$ cat config.mk
export PLATFORM = sky130hd
export DESIGN_NAME = ert_div1000
export DESIGN_NICKNAME = d
export VERILOG_FILES = /design/src/design/ert_pkg.sv /design/src/design/ert_div1000.sv
export SDC_FILE = /design/constraint.sdc
export NUM_CORES = 1
export LEC_CHECK = 0
export CAP_MARGIN = 20
export CELL_PAD_IN_SITES_DETAIL_PLACEMENT = 2
export CELL_PAD_IN_SITES_GLOBAL_PLACEMENT = 2
export CORE_MARGIN = 4
export CORE_UTILIZATION = 32
export DETAILED_ROUTE_END_ITERATION = 10
export DONT_BUFFER_PORTS = 1
export PLACE_DENSITY_LB_ADDON = 0.3
export SYNTH_ARGS = -nofsm -noshare
export SYNTH_HDL_FRONTEND = slang
export SYNTH_SLANG_ARGS = --single-unit
$ cat constraint.sdc
create_clock -name clk -period 0.8 [get_ports clk]
set_input_delay 0.08 -clock clk [delete_from_list [all_inputs] [get_ports clk]]
set_output_delay 0.08 -clock clk [all_outputs]
set_load 0.01 [all_outputs]
$ cat src/design/ert_pkg.sv
// ----------------------------------------------------------------------------
// ert_pkg
// Shared types and constants for the echo request tracker: slot layout,
// result status codes and the divide-by-1000 reciprocal.
// ----------------------------------------------------------------------------
package ert_pkg;

	localparam int SEQ_W   = 16;
	localparam int STAMP_W = 32;
	localparam int LEN_W   = 16;
	localparam int RTT_W   = 23;
	localparam int CNT_W   = 16;

	// floor(x / 1000) = (x * ceil(2^38 / 1000)) >> 38, exact for 32-bit x
	localparam int RECIP_W     = 29;
	localparam int RECIP_SHIFT = 38;
	localparam int PROD_W      = STAMP_W + RECIP_W;
	localparam logic [RECIP_W-1:0] RECIP_1000 = 29'd274877907;

	localparam logic [LEN_W-1:0] MIN_ICMP_LEN = 16'd8;
	localparam logic [7:0]       ECHO_REPLY   = 8'd0;

	localparam logic OP_SEND  = 1'b0;
	localparam logic OP_REPLY = 1'b1;

	localparam logic REG_OWN_ID = 1'b0;

	typedef enum logic [2:0] {
		ST_SENT    = 3'd0,
		ST_FULL    = 3'd1,
		ST_MATCH   = 3'd2,
		ST_SHORT   = 3'd3,
		ST_FOREIGN = 3'd4,
		ST_UNKNOWN = 3'd5
	} status_t;

	typedef struct packed {
		logic               busy;
		logic [SEQ_W-1:0]   seq;
		logic [STAMP_W-1:0] stamp;
	} slot_t;

	localparam int SLOT_W = $bits(slot_t);

endpackage

$ cat src/design/ert_div1000.sv
// ----------------------------------------------------------------------------
// ert_div1000
// Microsecond to millisecond converter: multiply by reciprocal, one register
// stage, quotient taken from the upper product bits.
// ----------------------------------------------------------------------------
module ert_div1000
	import ert_pkg::*;
(
	input  logic               clk,
	input  logic               arst_n,
	input  logic               start,
	input  logic [STAMP_W-1:0] dividend,
	output logic               done,
	output logic [RTT_W-1:0]   quotient
);

	logic [PROD_W-1:0] prod_d;
	logic [PROD_W-1:0] prod_s1;
	logic              done_s1;

	assign prod_d = {{RECIP_W{1'b0}}, dividend} * {{STAMP_W{1'b0}}, RECIP_1000};

	always_ff @(posedge clk or negedge arst_n) begin
		if (!arst_n) begin
			done_s1 <= 1'b0;
		end else begin
			done_s1 <= start;
		end
	end

	always_ff @(posedge clk) begin
		if (start) begin
			prod_s1 <= prod_d;
		end
	end

	assign done     = done_s1;
	assign quotient = prod_s1[RECIP_SHIFT +: RTT_W];

endmodule

==> flow_metrics.py <==
metrics = {
    "synthesis": {
        "synthCells": 1581,
        "synth_area_per_cell_um2": 9.82,
        "synth_common_cells": "inv_1 (530), ha_1 (388), fa_1 (298), a21oi_1 (56), nand2_1 (52)",
        "seq_area_frac_synth_pct": 4.61,
        "synth-edff-count": 23,
        "synthTopCellsByArea": "fa_1 (38%), ha_1 (31%), inv_1 (13%)",
        "synth_area_mm2": 0.0155,
        "synth.net_count": 2302,
        "synthFlopType": "edfxtp_1",
        "yosysMostFrequentCell": "inv_1",
        "yosysUniqueCellTypes": 52,
        "yosys.area.top_type": "fa_1",
        "synth_top_area_share_pct": 38.4,
        "ys_seq_elements": 24,
        "ys_async_sr_fraction_pct": 4.17,
        "yosysWarnings": 0,
    },
    "clock_tree": {
        "cts_hold_buf": 1,
        "path_clk_slew_ns": 0.06,
        "clockRootBuffer": "clkbuf_16",
        "cts_sinks": 24,
        "cts_made_buffers": 3,
        "cts_tree": "yes",
        "cts_buffer_depth": 2,
        "htree_levels": 1,
    },
    "setup_path": {
        "crit_path_end_kind": "register",
        "crit_family": "adder cells",
        "cp.arrival_ns": 5.95,
        "cp_num_buf_inv": 5,
        "worstSetupPathType": "input port to register",
        "required_ns": 0.81,
        "cpPeakStageDelay_ns": 0.52,
        "cp_max_fo": 10,
        "crit_path_start_kind": "input port",
        "crit_slowest_cell": "fa_1",
        "path_common_cell": "fa_1",
        "crit_chain": "ha_1 -> fa_2 -> fa_1 -> inv_1 -> fa_1 -> inv_2 -> fa_1 -> fa_2 -> fa_1 -> inv_1 -> fa_1 -> inv_1 -> ha_4 -> a21oi_4 -> o21ai_4 -> a2111oi_4 -> a22oi_2 -> buf_4 -> o2111ai_4 -> a21boi_2 -> o2111a_1 -> a211o_1",
    },
    "sta": {
        "timing.hold.ws_ns": -0.147,
        "slew_viol_final": 0,
        "rsz0062_at_grt": "yes",
        "max_slew_margin_pct": 57.9,
        "finalHoldViolations": 24,
        "fmax_mhz": 169,
        "worst_pin_slew_ns": 0.625,
        "setup_viol": 25,
        "finalWorstSetupSlack_ns": -5.13,
        "final.min_clock_period_ns": 5.93,
        "fin_crit_sh_pct": 742,
    },
    "cells_and_area": {
        "num-fill-cells": 5194,
        "nets": 2556,
        "diodes": 0,
        "post-route-util_pct": 40.5,
        "drive_gt1_share_pct": 23.3,
        "syn_to_final_growth_pct": 24.9,
    },
    "floorplan": {
        "io_pins": 59,
        "die-area_mm2": 0.0521,
        "core_mm2": 0.0478,
        "die_h_um": 228,
        "die_w_um": 228,
        "start_util_pct": 32.5,
        "rows": 80,
    },
    "job": {
        "maxCapViolations": 0,
    },
    "placement": {
        "gp_congestion": 0.833,
        "numPortBuffers": 0,
        "dpl.hpwl_um": 48000,
    },
    "min_path": {
        "min_path_cells": 0,
        "hold_end": "done",
        "hold_start": "start",
        "min_path_type": "input port to register",
    },
    "route": {
        "wl_per_cell_um": 22.1,
        "ant_nets": 0,
        "viasPerCell": 4.79,
        "dr_total_vias": 11736,
        "wirelength_um": 54200,
        "drt-pass1-iter-count": 4,
        "drcViolationCount": 0,
        "drtIter0Drc": 308,
    },
    "global_routing": {
        "grt_max_degree": 25,
        "grt_usage_pct": 20.9,
        "antenna_found_initial": 1,
        "grt_pass1_wl_um": 84300,
        "grt_overflow": 0,
        "grt_pass1_vias": 14591,
    },
    "run_status": {
        "failed_checks": "hold timing, setup timing",
        "status": "complete, but fails checks",
    },
}
[timing repair]
item | 4_1_cts | 5_1_grt
endpoints found under the setup margin | 26 | 36
resized for setup | 75 | 39
pin swaps | 58 | 35
buffers inserted | 17 | 16
hold endpoints to repair | 25 | 24
[state kept, by name, indices dropped and copies added, names as in the netlist]
signal	cells
done	1
prod_s1	23
[cells in the final DEF (no fill, tap or decap), drive strengths merged, types with 3 or more instances in the layout]
cell	Yosys	routed
clkbuf	10	3
a31oi	10	10
a21oi	56	56
xor2	5	5
nand3	15	15
ha	388	388
a41oi	4	4
inv	530	530
edfxtp	23	23
nor2	28	28
a211oi	14	14
o211ai	6	6
o21ai	31	31
a21o	21	21
fa	298	298
xnor2	15	15
nor3	13	13
o21bai	7	7
buf	4	262
nand2	52	52
nor4	5	5
nand4	14	14
[kinds of logic (layout without fill, tap and decap cells)]
logic type	after synthesis	after routing	share of synthesized area (%)
adders and majority gates	686	686	69.7
muxes	2	2	0.129
and+or+nand+nor	138	138	4.17
AOI/OAI and AO/OA	167	167	7.11
DFF	24	24	4.61
xor gates and xnor gates	20	20	1.13
buffers and inverters	544	797	13.2
[stage by stage]
stage,instances,setup TNS [ns],cell area (µm²),worst slack [ns]
CTS,2441,-115.70,19200,-5.17
global placement,2420,-120.80,18600,-5.34
finish,2449,-115.61,19400,-5.13
floorplan,1581,-107.87,16100,-4.93
global route,2449,-120.17,19400,-5.36
detailed placement,2420,-122.80,18600,-5.45
[layer usage]
metal	vias to the layer above	part of all wire, %	GRT usage [%]	wire length (µm)
met1	6066	40	24.3	21500
met2	152	53	39.9	28900
met4	2	4.2	6.97	2290
met5	-	0.013	0	7
met3	75	2.7	2.17	1480
li1	5441	-	-	-
[worst max-delay path by stage]
stage / start / to / slack (ns) / cells past startpoint
after floorplan: dividend[7] / prod_s1[60] / -4.93 / 21
after global placement: dividend[21] / prod_s1[59] / -5.34 / 23
after detailed placement: dividend[8] / prod_s1[56] / -5.45 / 22
after CTS: dividend[4] / prod_s1[60] / -5.17 / 24
after global routing: dividend[6] / prod_s1[60] / -5.36 / 22
final: dividend[13] / prod_s1[60] / -5.13 / 22
[final cells by class]
type / instances / area (µm²) / area share [%]
clock buffer: 3 / 75.1 / 0.387
inverter: 530 / 1990 / 10.3
clock inverter: 1 / 30.0 / 0.155
tap: 615 / 769 / 3.97
sequential: 24 / 716 / 3.69
multi-input combinational: 1013 / 13800 / 71.0
timing repair buffer: 263 / 2040 / 10.5
Power is not shown: default switching activity piles up to over one toggle a cycle in this logic, so the estimate is an artifact.
