$ cat src/design/ert_ram.sv
// ----------------------------------------------------------------------------
// ert_ram
// Generic simple dual-port RAM: one write port, one read port, registered read.
// ----------------------------------------------------------------------------
module ert_ram #(
	parameter int WIDTH = 8,
	parameter int DEPTH = 16
) (
	input  logic                     clk,
	input  logic                     we,
	input  logic [$clog2(DEPTH)-1:0] waddr,
	input  logic [WIDTH-1:0]         wdata,
	input  logic [$clog2(DEPTH)-1:0] raddr,
	output logic [WIDTH-1:0]         rdata
);

	logic [WIDTH-1:0] mem_q [DEPTH];
	logic [WIDTH-1:0] rdata_q;

	always_ff @(posedge clk) begin
		if (we) begin
			mem_q[waddr] <= wdata;
		end
		rdata_q <= mem_q[raddr];
	end

	assign rdata = rdata_q;

endmodule

$ cat config.mk
export PLATFORM = sky130hd
export DESIGN_NAME = ert_ram
export DESIGN_NICKNAME = d
export VERILOG_FILES = /design/src/design/ert_ram.sv
export SDC_FILE = /design/constraint.sdc
export NUM_CORES = 1
export LEC_CHECK = 0
export BUFFER_PORTS_ARGS = -buffer_cell sky130_fd_sc_hd__buf_2
export CAP_MARGIN = 10
export CORE_AREA = 2 2 121 123
export CTS_BUF_LIST = sky130_fd_sc_hd__clkbuf_2
export CTS_CLUSTER_SIZE = 12
export DETAILED_ROUTE_END_ITERATION = 8
export DIE_AREA = 0 0 123 125
export PLACE_DENSITY = 0.52
export SYNTH_ARGS = -nofsm -noshare
export SYNTH_HDL_FRONTEND = slang
export SYNTH_SLANG_ARGS = --single-unit
export TNS_END_PERCENT = 50
$ cat constraint.sdc
create_clock -name clk -period 1.9 [get_ports clk]
set_input_delay 0.38 -clock clk [delete_from_list [all_inputs] [get_ports clk]]
set_output_delay 0.38 -clock clk [all_outputs]
set_load 0.05 [all_outputs]
==> qor.yml, run 1 <==
status: "complete, no violations"
layout_common_cells: "128 x edfxtp_1, 25 x buf_2, 22 x clkbuf_2"
antenna_left: 0
crit_path_max_incr_delay_ns: 0.41
setup_ws_ns: 0.167
fillers: 1312
grtUsageTotal: 0.139
yosysWarnings: 0
slew_viol_final: 0
ir_worst_vdd_mv: 0.357
tritoncts: "done"
setup_viol: 0
routabilityCongestion: 0.675
synthCells: 229
via_per_inst: 4.91
postSynthAreaPerCell_um2: 22.5
final_common_cell: "edfxtp_1"
final_nets: 311
numCtsBuffers: 17
holdWs_ns: 0.254
chipHeight_um: 125
start_util: 0.362
io_pins: 26
maxCapViolCount: 0
netlist.area_leader.share: 0.747
required_ns: 1.52
fin_setup_tns_ns: 0
hold_viol_final: 0
final_core_util: 0.411
startpoint_type: "register"
cts_buffer_depth: 2
dp_slack_ns: 0.112
die_area_mm2: 0.0154
max_freq_mhz: 577
fin_worst_skew_ns: 0.0141
crit_path_end_kind: "output port"
routedWlPerCell_um: 19.4
antenna_found_initial: 0
regArea_mm2: 0.00400
ys_seq_area_frac: 0.778
netlist_top_cells_area: "edfxtp_1 75%, mux4_2 7.9%, mux4_1 7.1%, dfxtp_1 3.1%, a22oi_1 2.3%"
htree_levels: 4
clock_sinks: 136
fin_crit_sh: 0.912
antenna_cells: 0
postRouteWirelength_um: 9460
vias: 2396
clk_pin_slew_ns: 0.17
post-route-min-period_ns: 1.73
multi_input_area_mm2: 0.00106
rsz0062_at_grt: "no"
rows: 44
netlist_area_mm2: 0.00515
path_delay_family: "flip-flops"
hpwl_um: 6460
grt_max_degree: 21
drc: 0
grt_pass1_wl_um: 15100
slew_headroom: 0.548
cts_resized: 0
critPathKind: "reg2out"
cts_setup_buffers: 0
grt_pass1_vias: 2626
leakagePower_uw: 0.00197
power_density_mw_per_mm2: 857
synth_seq_cells: 136
layout-drive-gt1-share: 0.299
yosysUniqueCellTypes: 19
placed_area_mm2: 0.00562
synth_top_area_cell: "edfxtp_1"
first_pass_iters: 4
crit_buf_inv: 1
tightest_slew_ns: 0.676
syn-num-nets: 247
die_w_um: 123
area_growth_pct: 13.5
core_mm2: 0.0142
crit_slowest_cell: "dfxtp_1"
hp-class: "in2reg"
dr.first_iter.drc_count: 238
clock_latency_ns: 0.66
crit_arrival_ns: 1.35
crit_fanout: 1
path_cells: "buf_2"
io_buffers: 25
grt-ovfl-total: 0
final_cell_area_mm2: 0.00584
cts_root_buf: "clkbuf_2"
## stage by stage
step / total power [uW] / cells
final: 5010 / 488
after global placement: 3820 / 450
after floorplan: 3670 / 229
after global routing: 5230 / 488
after CTS: 5080 / 488
after detailed placement: 3830 / 450
## layer usage
metal | part of all wire | track usage | vias to the layer above | routed length, um
met5 | 0 | 0 | - | 0
li1 | - | - | 1098 | -
met1 | 0.46 | 0.189 | 1223 | 4370
met3 | 0.057 | 0.0452 | 10 | 539
met2 | 0.47 | 0.210 | 65 | 4460
met4 | 0.0092 | 0.0508 | 0 | 87
## cells in the mapped netlist
cell type	n
a22oi_1	16
and2_1	1
and2b_1	1
buf_2	3
buf_4	1
buf_6	3
clkdlybuf4s25_2	3
dfxtp_1	8
edfxtp_1	128
mux4_1	14
mux4_2	18
nand2_1	9
nand2b_1	2
nand3_1	1
nand3b_1	2
nor2_1	13
nor2b_1	1
nor3_1	4
or3b_2	1
## where the power goes
group,internal [uW],switching (uW),leakage [uW]
sequential,3350,21.0,0.00122
clock,324,921,0.000111
combinational,153,237,0.000633
total,3830,1180,0.00197
## path summary, 6_finish.rpt
path	end	cells past startpoint	start	slack, ns
worst max register to register	rdata[5]	3	mem_q[9][5]	0.56
worst min register to register	rdata[3]	3	mem_q[8][3]	0.70
worst min-delay path	mem_q[0][4]	3	waddr[0]	0.25
worst max-delay path	rdata[4]	1	rdata[4]	0.17
## cell type report
class                           instances  share of cell area
Tap cell                              184              0.0394
Sequential cell                       136               0.685
Timing Repair Buffer                   55              0.0698
Multi-Input combinational cell         83               0.181
Clock buffer                           22              0.0188
Clock inverter                          8             0.00578
## flip-flops by register name (all words and copies together), names as in the netlist
signal	cells
mem_q	128
rdata	8
## repair_timing
item	in CTS	in global routing
endpoints found under the hold margin	97	0
endpoints found under the setup margin	0	0
hold buffers	8	0
## kinds of logic after synthesis
family,count (synthesis),synth area share
buffers and inverters,10,0.0168
AOI/OAI and AO/OA,16,0.0233
DFF,136,0.778
and+or+nand+nor,35,0.0318
muxes,32,0.150
Note: power is estimated with default switching activity, not from simulation.
==> run 2: changes to the inputs <==
- CELL_PAD_IN_SITES_DETAIL_PLACEMENT: unset -> 0
- CELL_PAD_IN_SITES_GLOBAL_PLACEMENT: unset -> 1
- PLACE_DENSITY: 0.52 -> 0.58
==> run 2 against run 1 <==
Net effect: final cell count increased by 1.0%; setup slack worse by 0.00087 ns; critical path depth unchanged; sequential power about the same; register-to-register slack worse by 0.05 ns; clock power up 34%; clock skew about the same.
==> qor.yml, run 2 (same netlist as run 1, synthesis figures left out) <==
status: "complete, no violations"
ir_worst_vdd_mv: 0.287
numCtsBuffers: 17
cp.depth: 1
die_area_mm2: 0.0154
vias: 2459
core_mm2: 0.0142
slew_viol_final: 0
dp_cells: 453
tightest_slew_ns: 0.464
crit_arrival_ns: 1.35
r2r_slack_ns: 0.51
rows: 44
via_per_inst: 4.99
max_flop_register: "mem_q"
path_delay_family: "flip-flops"
crit_path_max_incr_delay_ns: 0.39
crit_path_end_kind: "output port"
routabilityCongestion: 0.677
largest_reg_flops: 128
final_core_util: 0.420
routedWlPerCell_um: 20.5
first_pass_iters: 4
grt_pass1_vias: 2579
antenna_found_initial: 0
combPwrFrac: 0.074
antenna_cells: 0
postRouteWirelength_um: 10100
htree_levels: 4
io_buffers: 25
hold_viol_final: 0
fillers: 1285
leakagePower_uw: 0.00203
cts_setup_buffers: 0
die_w_um: 123
io_pins: 26
clock_latency_ns: 0.68
grt_pass1_wl_um: 15600
hold_buffers: 8
layout-drive-gt1-share: 0.314
clock_sinks: 136
power_density_mw_per_mm2: 914
clk_pin_slew_ns: 0.18
required_ns: 1.52
crit_fanout: 1
cts_root_buf: "clkbuf_2"
seq_power_share: 0.618
slew_headroom: 0.690
power.switching_uw: 1230
drc: 0
rsz0062_at_grt: "no"
fin_setup_tns_ns: 0
min_delay_path_depth: 3
grt_max_degree: 22
path_cells: "buf_2"
cts_resized: 0
hpwl_um: 6690
hp-class: "in2reg"
chipHeight_um: 125
startpoint_type: "register"
final_common_cell: "edfxtp_1"
setup_ws_ns: 0.167
critPathKind: "reg2out"
max_freq_mhz: 577
tritoncts: "done"
crit_buf_inv: 1
p_int_uw: 4220
dp_slack_ns: -0.0132
crit_slowest_cell: "dfxtp_1"
grtUsageTotal: 0.147
grt-ovfl-total: 0
final_nets: 314
cts_buffer_depth: 2
area_growth_pct: 15.9
final_cells: 493
start_util: 0.362
post-route-min-period_ns: 1.73
fin_worst_skew_ns: 0.0143
switching_share: 0.226
fin_crit_sh: 0.912
dr.first_iter.drc_count: 175
maxCapViolCount: 0
layout_common_cells: "128 x edfxtp_1, 25 x buf_2, 21 x buf_4"
antenna_left: 0
r2r_cells: 3
clkPwrFrac: 0.308
setup_viol: 0
run 2: cell count changes in the layout (fill, tap and decap cells not counted), sizes merged:
cell | previous run | this run
clkinv | 8 | 10
clkbuf | 22 | 19
buf | 47 | 50
bufinv | 0 | 3
run 2: worst min-delay path: stages:
cell and delay [ns]:
buf_2 0.14, nor3_1 0.06, buf_4 0.17
run 2: cell type report:
cell class                      count  area, um^2  share of cell area
Clock buffer                       19        95.1              0.0159
Clock inverter                     13         135              0.0227
Multi-Input combinational cell     83        1060               0.177
Sequential cell                   136        4000               0.671
Tap cell                          184         230              0.0386
Timing Repair Buffer               58         443              0.0743
run 2: worst paths after layout:
check,from,endpoint
worst max-delay path,rdata[4],rdata[4]
worst min-delay path,waddr[0],mem_q[4][2]
worst max register to register,mem_q[5][1],rdata[1]
worst min register to register,mem_q[14][1],rdata[1]
run 2: power groups by stage:
stage,Sequential [uW],Clock (uW),Combinational (uW)
after detailed placement,3440,0,399
after global placement,3440,0,395
after global routing,3380,1870,437
after floorplan,3500,0,170
final,3370,1680,405
after CTS,3370,1750,412
run 2: metrics by stage:
stage	power, uW	instance area, um^2	hold WS [ns]
4_1_cts	5530	5960	0.153
5_1_grt	5680	5960	0.163
3_5_place_dp	3840	5650	0.663
2_1_floorplan	3670	5150	0.479
6_report	5450	5960	0.246
3_3_place_gp	3830	5650	0.661
run 2: per-layer routing:
layer,wire length (um),vias up,global-route usage
li1,-,1104,-
met1,4720,1293,0.201
met2,4870,53,0.220
met3,396,9,0.0520
met4,115,0,0.0481
met5,0,-,0
